<file path="config.mk">
export PLATFORM = sky130hd
export DESIGN_NAME = key_matrix_debounce_scanner
export DESIGN_NICKNAME = d
export VERILOG_FILES = /design/src/rtl/kmds_pkg.sv /design/src/rtl/kmds_lane.sv /design/src/rtl/kmds_merge.sv /design/src/rtl/key_matrix_debounce_scanner.sv
export SDC_FILE = /design/constraint.sdc
export NUM_CORES = 2
export LEC_CHECK = 0
export ABC_AREA = 1
export BUFFER_PORTS_ARGS = -buffer_cell sky130_fd_sc_hd__buf_2
export CAP_MARGIN = 40
export CORE_ASPECT_RATIO = 1.2
export CORE_MARGIN = 3
export CORE_UTILIZATION = 40
export DETAILED_ROUTE_END_ITERATION = 8
export PLACE_DENSITY_LB_ADDON = 0.12
export SETUP_SLACK_MARGIN = 0.1
export SLEW_MARGIN = 15
export SYNTH_ARGS = -nofsm -noshare
export SYNTH_HDL_FRONTEND = slang
export SYNTH_SLANG_ARGS = --single-unit
</file>
<file path="constraint.sdc">
create_clock -name clk -period 5.15 [get_ports clk]
set_clock_uncertainty 0.15 [all_clocks]
set_input_delay 0.2575 -clock clk [delete_from_list [all_inputs] [get_ports clk]]
set_output_delay 0.2575 -clock clk [all_outputs]
set_load 0.02 [all_outputs]
</file>
<file path="src/rtl/kmds_pkg.sv">
// ----------------------------------------------------------------------------
// kmds_pkg
// Shared types and constants of the key matrix debounce scanner.
// ----------------------------------------------------------------------------
package kmds_pkg;

	localparam int unsigned ROWS_DEF    = 8;
	localparam int unsigned COLS_DEF    = 16;
	localparam int unsigned HIST_W      = 8;
	localparam int unsigned DEPTH_W     = 4;
	localparam int unsigned SHIFT_W     = 4;
	localparam int unsigned TIME_W      = 16;
	localparam int unsigned IN_COLS     = 16;
	localparam int unsigned ROW_OUT_W   = 3;
	localparam int unsigned ST_OUT_W    = 16;
	localparam int unsigned S_TDATA_W   = 32;
	localparam int unsigned M_TDATA_W   = 40;

	localparam logic [DEPTH_W-1:0] DEPTH_RESET = 4'd5;
	localparam logic [DEPTH_W-1:0] DEPTH_MAX   = 4'd8;
	localparam logic [SHIFT_W-1:0] SHIFT_FULL  = 4'd8;

	typedef struct packed {
		logic [HIST_W-1:0] hist;
		logic              set_key;
		logic              clr_key;
		logic              bounce;
	} lane_res_t;

	typedef struct packed {
		logic                 scanned;
		logic [ROW_OUT_W-1:0] row_index;
		logic [ST_OUT_W-1:0]  row_state;
		logic [ST_OUT_W-1:0]  bounce_mask;
		logic [ROW_OUT_W-1:0] next_row;
	} res_t;

endpackage

</file>
<file path="src/rtl/kmds_lane.sv">
// ----------------------------------------------------------------------------
// kmds_lane
// One column: shifts the key history by the elapsed count and classifies it.
// ----------------------------------------------------------------------------
module kmds_lane (
	input  logic [kmds_pkg::HIST_W-1:0]  hist,
	input  logic                         sample,
	input  logic [kmds_pkg::SHIFT_W-1:0] shift,
	input  logic [kmds_pkg::DEPTH_W-1:0] depth,
	output kmds_pkg::lane_res_t          res
);
	import kmds_pkg::*;

	logic [2*HIST_W-1:0] ext;
	logic [2*HIST_W-1:0] shifted;
	logic [HIST_W-1:0]   h_new;
	logic [HIST_W-1:0]   mask;
	logic [HIST_W-1:0]   v;
	logic [HIST_W-1:0]   inv;
	logic                set_p;
	logic                hold_p;
	logic                clr_p;

	always_comb begin
		ext     = {hist, {HIST_W{sample}}};
		shifted = ext >> (SHIFT_FULL - shift);
		h_new   = shifted[HIST_W-1:0];
		mask    = HIST_W'((9'd1 << depth) - 9'd1);
		v       = h_new & mask;
		inv     = ~v & mask;
		clr_p   = (v == '0);
		set_p   = !clr_p && ((v & (v + HIST_W'(1))) == '0);
		hold_p  = !clr_p && !set_p && !v[0] && ((inv & (inv + HIST_W'(1))) == '0);
		res.hist    = h_new;
		res.set_key = set_p;
		res.clr_key = clr_p;
		res.bounce  = !clr_p && !set_p && !hold_p;
	end

endmodule

</file>
<file path="src/rtl/kmds_merge.sv">
// ----------------------------------------------------------------------------
// kmds_merge
// Combines the lane decisions into the row's new key states and bounce mask.
// ----------------------------------------------------------------------------
module kmds_merge #(
	parameter int unsigned COLS = kmds_pkg::COLS_DEF
) (
	input  kmds_pkg::lane_res_t lanes [COLS],
	input  logic [COLS-1:0]     state_old,
	output logic [COLS-1:0]     state_new,
	output logic [COLS-1:0]     bounce
);
	import kmds_pkg::*;

	always_comb begin
		for (int i = 0; i < COLS; i++) begin
			state_new[i] = (state_old[i] | lanes[i].set_key) & ~lanes[i].clr_key;
			bounce[i]    = lanes[i].bounce;
		end
	end

endmodule

</file>
<file path="src/rtl/key_matrix_debounce_scanner.sv">
// ----------------------------------------------------------------------------
// key_matrix_debounce_scanner
// Each result is registered in out_q, or in skid_q while out_q holds an unaccepted beat.
// Throughput: one beat per cycle while s_tready is high; all columns of a row update
// in parallel lanes with a single row-wide history read-modify-write in the accepting
// cycle when the elapsed time is nonzero. A two-entry output buffer keeps s_tready high
// while one result waits. Reset: asynchronous, clears histories, key states, timers and row;
// depth is 5.
module key_matrix_debounce_scanner #(
	parameter int unsigned ROWS = kmds_pkg::ROWS_DEF,
	parameter int unsigned COLS = kmds_pkg::COLS_DEF
) (
	input  logic                            clk,
	input  logic                            arst_n,
	input  logic                            cfg_we,
	input  logic [kmds_pkg::DEPTH_W-1:0]    cfg_wdata,
	input  logic                            s_tvalid,
	output logic                            s_tready,
	input  logic [kmds_pkg::S_TDATA_W-1:0]  s_tdata,  // now_ms, col_bits
	output logic                            m_tvalid,
	input  logic                            m_tready,
	output logic [kmds_pkg::M_TDATA_W-1:0]  m_tdata,  // row_index, row_state,
	                                                  // bounce_mask, next_row, 0
	output logic                            m_tuser   // scanned
);
	import kmds_pkg::*;

	localparam int unsigned RW = (ROWS > 1) ? $clog2(ROWS) : 1;

	logic [DEPTH_W-1:0]          depth_q;
	logic [TIME_W-1:0]           pass_start_q;
	logic [TIME_W-1:0]           elapsed_q;
	logic [RW-1:0]               row_q;
	logic [COLS-1:0][HIST_W-1:0] hist_q [ROWS];
	logic [COLS-1:0]             state_q [ROWS];

	logic [TIME_W-1:0]           now_ms;
	logic [IN_COLS-1:0]          col_bits;
	logic                        push;
	logic                        pop;
	logic                        row0;
	logic [TIME_W-1:0]           elapsed_c;
	logic                        scan;
	logic [SHIFT_W-1:0]          shift;
	logic [DEPTH_W-1:0]          depth_eff;
	logic [RW-1:0]               row_nxt;
	logic [COLS-1:0][HIST_W-1:0] hist_rd;
	logic [COLS-1:0]             state_rd;
	logic [COLS-1:0]             state_new;
	logic [COLS-1:0]             bounce;
	lane_res_t                   lanes [COLS];
	res_t                        res_c;
	res_t                        out_q;
	res_t                        skid_q;
	logic                        out_valid_q;
	logic                        skid_valid_q;
	logic [31:0]                 state_ext;
	logic [31:0]                 bounce_ext;
	logic [7:0]                  row_ext;
	logic [7:0]                  nxt_ext;

	assign now_ms   = s_tdata[TIME_W-1:0];
	assign col_bits = s_tdata[TIME_W+IN_COLS-1:TIME_W];
	assign s_tready = !skid_valid_q;
	assign push     = s_tvalid && s_tready;
	assign pop      = out_valid_q && m_tready;

	always_comb begin
		row0      = (row_q == '0);
		elapsed_c = row0 ? (now_ms - pass_start_q) : elapsed_q;
		scan      = (elapsed_c != '0);
		if ((elapsed_c[7:0] == 8'd0) || (elapsed_c[7:0] > 8'(SHIFT_FULL))) begin
			shift = SHIFT_FULL;
		end else begin
			shift = SHIFT_W'(elapsed_c[7:0]);
		end
		if (depth_q == '0) begin
			depth_eff = DEPTH_W'(1);
		end else if (depth_q > DEPTH_MAX) begin
			depth_eff = DEPTH_MAX;
		end else begin
			depth_eff = depth_q;
		end
		row_nxt  = (row_q == RW'(ROWS - 1)) ? '0 : row_q + RW'(1);
		hist_rd  = hist_q[row_q];
		state_rd = state_q[row_q];
	end

	for (genvar i = 0; i < COLS; i++) begin : g_lane
		logic sample;
		if (i < IN_COLS) begin : g_in
			assign sample = col_bits[i];
		end else begin : g_zero
			assign sample = 1'b0;
		end
		kmds_lane u_lane (
			.hist   (hist_rd[i]),
			.sample (sample),
			.shift  (shift),
			.depth  (depth_eff),
			.res    (lanes[i])
		);
	end

	kmds_merge #(
		.COLS (COLS)
	) u_merge (
		.lanes     (lanes),
		.state_old (state_rd),
		.state_new (state_new),
		.bounce    (bounce)
	);

	always_comb begin
		state_ext  = 32'(scan ? state_new : state_rd);
		bounce_ext = 32'(scan ? bounce : '0);
		row_ext    = 8'(row_q);
		nxt_ext    = 8'(scan ? row_nxt : row_q);
		res_c.scanned     = scan;
		res_c.row_index   = row_ext[ROW_OUT_W-1:0];
		res_c.row_state   = state_ext[ST_OUT_W-1:0];
		res_c.bounce_mask = bounce_ext[ST_OUT_W-1:0];
		res_c.next_row    = nxt_ext[ROW_OUT_W-1:0];
	end

	always_ff @(posedge clk or negedge arst_n) begin
		if (!arst_n) begin
			depth_q <= DEPTH_RESET;
		end else if (cfg_we) begin
			depth_q <= cfg_wdata;
		end
	end

	always_ff @(posedge clk or negedge arst_n) begin
		if (!arst_n) begin
			pass_start_q <= '0;
			elapsed_q    <= '0;
			row_q        <= '0;
			for (int r = 0; r < ROWS; r++) begin
				hist_q[r]  <= '0;
				state_q[r] <= '0;
			end
		end else if (push) begin
			if (row0) begin
				elapsed_q <= elapsed_c;
			end
			if (scan) begin
				if (row0) begin
					pass_start_q <= now_ms;
				end
				for (int i = 0; i < COLS; i++) begin
					hist_q[row_q][i] <= lanes[i].hist;
				end
				state_q[row_q] <= state_new;
				row_q          <= row_nxt;
			end
		end
	end

	always_ff @(posedge clk or negedge arst_n) begin
		if (!arst_n) begin
			out_valid_q  <= 1'b0;
			skid_valid_q <= 1'b0;
		end else if (skid_valid_q) begin
			if (pop) begin
				skid_valid_q <= 1'b0;
			end
		end else if (push) begin
			if (!out_valid_q || pop) begin
				out_valid_q <= 1'b1;
			end else begin
				skid_valid_q <= 1'b1;
			end
		end else if (pop) begin
			out_valid_q <= 1'b0;
		end
	end

	always_ff @(posedge clk) begin
		if (skid_valid_q) begin
			if (pop) begin
				out_q <= skid_q;
			end
		end else if (push) begin
			if (!out_valid_q || pop) begin
				out_q <= res_c;
			end else begin
				skid_q <= res_c;
			end
		end
	end

	assign m_tvalid = out_valid_q;
	assign m_tuser  = out_q.scanned;
	assign m_tdata  = {2'b00, out_q.next_row, out_q.bounce_mask, out_q.row_state,
		out_q.row_index};

	assert property (@(posedge clk) disable iff (!arst_n)
		!s_tready |-> m_tvalid)
		else $error("skid entry held without a pending output beat");

	assert property (@(posedge clk) disable iff (!arst_n)
		skid_valid_q && !m_tready |=> skid_valid_q)
		else $error("skid entry lost while output stalled");

	assert property (@(posedge clk) disable iff (!arst_n)
		row_q <= RW'(ROWS - 1))
		else $error("row index out of range");

	assert property (@(posedge clk) disable iff (!arst_n)
		push && row0 && scan |=> pass_start_q == $past(now_ms))
		else $error("pass start time not latched on row 0");

endmodule
</file>
==> summary.txt <==
status: complete, no violations
global-route wire length before repair: 325000 um
initial core utilization: 40.6%
CP peak stage delay: 0.41 ns
register area share after synthesis: 50.3%
DP Cell Count: 9060
WL per Instance: 23.2 um
port bufs: 81
Total Power: 49.5 mW
Core Util, Final: 45.8%
clock sinks: 1143
Hold Path End: skid_q[4]
Worst-path clk slew: 0.06 ns
most common cell in the netlist: nand2_1
RSZ-0062 raised after global routing: false
Core Area: 0.142 mm^2
DRC: 0
Post-DP HPWL: 128000 um
Layout Cells excl Fill: 9336
Slowest cell on crit path: fa_1
die area: 0.149 mm^2
Mapped Cells: 7384
relative slew slack: 34.1%
mapped cell area: 0.0576 mm^2
TritonCTS clock tree: yes
Post-synth EDFFs: 78
Final #Nets: 7389
I/O pins: 84
number of buffers created by CTS: 130
CP Launch Point: pass_start_q[0]
Initial DRT Pass Iterations: 6
area share of the leading cell type in the synthesized netlist: 46.1%
crit path kind: reg2reg
gr ovfl total: 0
slew of the pin with the lowest slew margin: 0.989 ns
r2r startpoint: pass_start_q[0]
Final Max Tran Viols: 0
maxcap violations: 0
GPL Wtd Cong: 0.911
Die Wd: 353 um
die height: 422 um
Syn. warnings: 0
worst reg2reg path endpoint: m_tdata[12]
Worst-Skew Late Latency: 0.79 ns
fin crit share: 91.1%
HP Start: s_tvalid
max frequency: 0.213 GHz
Via density: 5.50
path depth of the worst reg2reg path: 29
top cells by area, synth: dfrtp_1 46%, nand2_1 17%, o21ai_0 6.2%, inv_1 4.2%, edfxtp_1 4.1%
CP required: 5.65 ns
standard-cell row count: 151
crit path max fanout: 40
crit-path most repeated cell: nand2_1
synthesis-to-finish area growth: 12.8%
fraction of registers with async set/reset: 93.2%
Post-CTS Setup Repair Bufs: 0
Worst Hold Depth: 3
via count: 51351
drt total wl: 216000 um
initial antenna violation count: 4
share of cells above drive strength 1: 8.66%
critical path arrival: 5.19 ns
htree depth: 4
Synth Register Bits: 1143
Worst setup EP type: flop
Unique masters post-synth: 61
Hold Path Class: in2reg
Mean Syn Cell Area: 7.81 um^2
Final setup viols: 0
final worst path period need: 4.69 ns
Max Root-Sink Buffers: 3
vias in the first global route: 49795
Setup TNS: 0 ns
Final ANT Viol Nets: 0
Fin. Hold Viols: 0
Lkg Pwr: 31.2 nW
startpoint type of the worst setup path: flop
final hold slack: 0.0968 ns
Initial DRC Count: 4692
largest net degree at the start of global routing: 158
Yosys top cell by area: dfrtp_1
GRT Resource Usage Total: 28.9%
leading cell types by count after synthesis: 2557 x nand2_1, 1063 x dfrtp_1, 712 x o21ai_0
Pwr Density: 761 mW/mm^2
CTS root buf: clkbuf_16
worst vdd ir: 0.000537 V
Synth Flop Type: dfrtp_1
setup slack, reg-to-reg: 0.46 ns
## critical path, delay by kind of cell (launching register included)
| family | cells | cell delay [ns] |
|---|---|---|
| DFF | 1 | 0.37 |
| and+or+nand+nor | 22 | 2.67 |
| buffers and inverters | 4 | 0.50 |
| adders and majority gates | 3 | 0.81 |
## routing by layer
layer / vias up / wire [um] / global-route usage (%)
li1: 24014 / - / -
met1: 24977 / 89700 / 36.9
met2: 1893 / 103000 / 48.5
met3: 461 / 12700 / 4.12
met4: 6 / 11300 / 13.6
met5: - / 41 / 0
## layout by cell type (no fill, tap or decap), types with 20 or more instances in the layout
cell           synthesis  routed
buf_4                 74     142
dlygate4sd3_1          0      46
buf_12                 1      55
a22o_1                42      42
clkbuf_16              0     135
o21ai_0              712     712
o211ai_1              25      25
nand2_1             2557    2553
a21oi_1              101     100
nand2_2               73      75
inv_1                645     642
clkbuf_8               0      23
nand4_1              146     146
nand3_1              399     393
clkinv_2               0      20
edfxtp_1              78      78
buf_2                218      80
o22ai_1              194     194
a22oi_1               68      68
dfrtp_1             1063    1062
o21ai_1              257     257
nor2_1               243     241
clkbuf_1             171      32
a221oi_1              88      88
## kinds of logic (layout without fill, tap and decap cells)
logic type	after synthesis	after routing	synth area share, %
xor+xnor	9	9	0.137
compound gates	1527	1527	15.1
buf+inv	1203	1241	8.98
simple gates	3479	3479	25.0
fa+ha+maj	21	21	0.469
other cells	2	4	0.0130
flops	1143	1143	50.3
## through the flow
step / setup WS (ns) / cell area [um^2]
3_3_place_gp: 0.410 / 60200
5_1_grt: 0.103 / 65000
4_1_cts: 0.418 / 65000
2_1_floorplan: 0.455 / 57600
6_report: 0.460 / 65000
3_5_place_dp: 0.405 / 60300
## how the worst max path moves through the flow
stage,endpoint,slack [ns],cells after the start
6_report,m_tdata[12],0.46,29
3_3_place_gp,m_tdata[4],0.41,29
4_1_cts,m_tdata[8],0.42,28
5_1_grt,m_tdata[9],0.10,29
3_5_place_dp,m_tdata[4],0.41,29
2_1_floorplan,m_tdata[3],0.46,27
## what timing repair did
action / in CTS / in global routing
hold buffers: 47 / 0
gates resized for setup: 0 / 11
endpoints found under the hold margin: 446 / 0
setup endpoints to repair: 0 / 49
## area by class of cell
class	count	area [um^2]
clock inverter	38	409
tap	1912	2390
inverter	684	2630
clock buffer	190	3810
sequential	1143	29000
antenna	1	2.50
timing repair buffer	329	3140
multi-input combinational	5039	23600
fill	14170	77100
## sequential cells by signal, indices dropped and copies added, names as in the netlist
signal,count
hist_q,896
state_q,128
skid_q,39
m_tdata,38
elapsed_q,16
pass_start_q,16
depth_q,4
row_q,3
m_tuser,1
m_tvalid,1
skid_valid_q,1
## power by group
group	internal [mW]	switching [mW]	leakage, nW	total, mW
registers	13.4	1.74	14.0	15.1
clock network	5.48	3.87	2.07	9.35
logic	7.16	17.8	15.1	25.0
total	26.0	23.4	31.2	49.5
No activity file was read; power rests on OpenSTA's default activity.
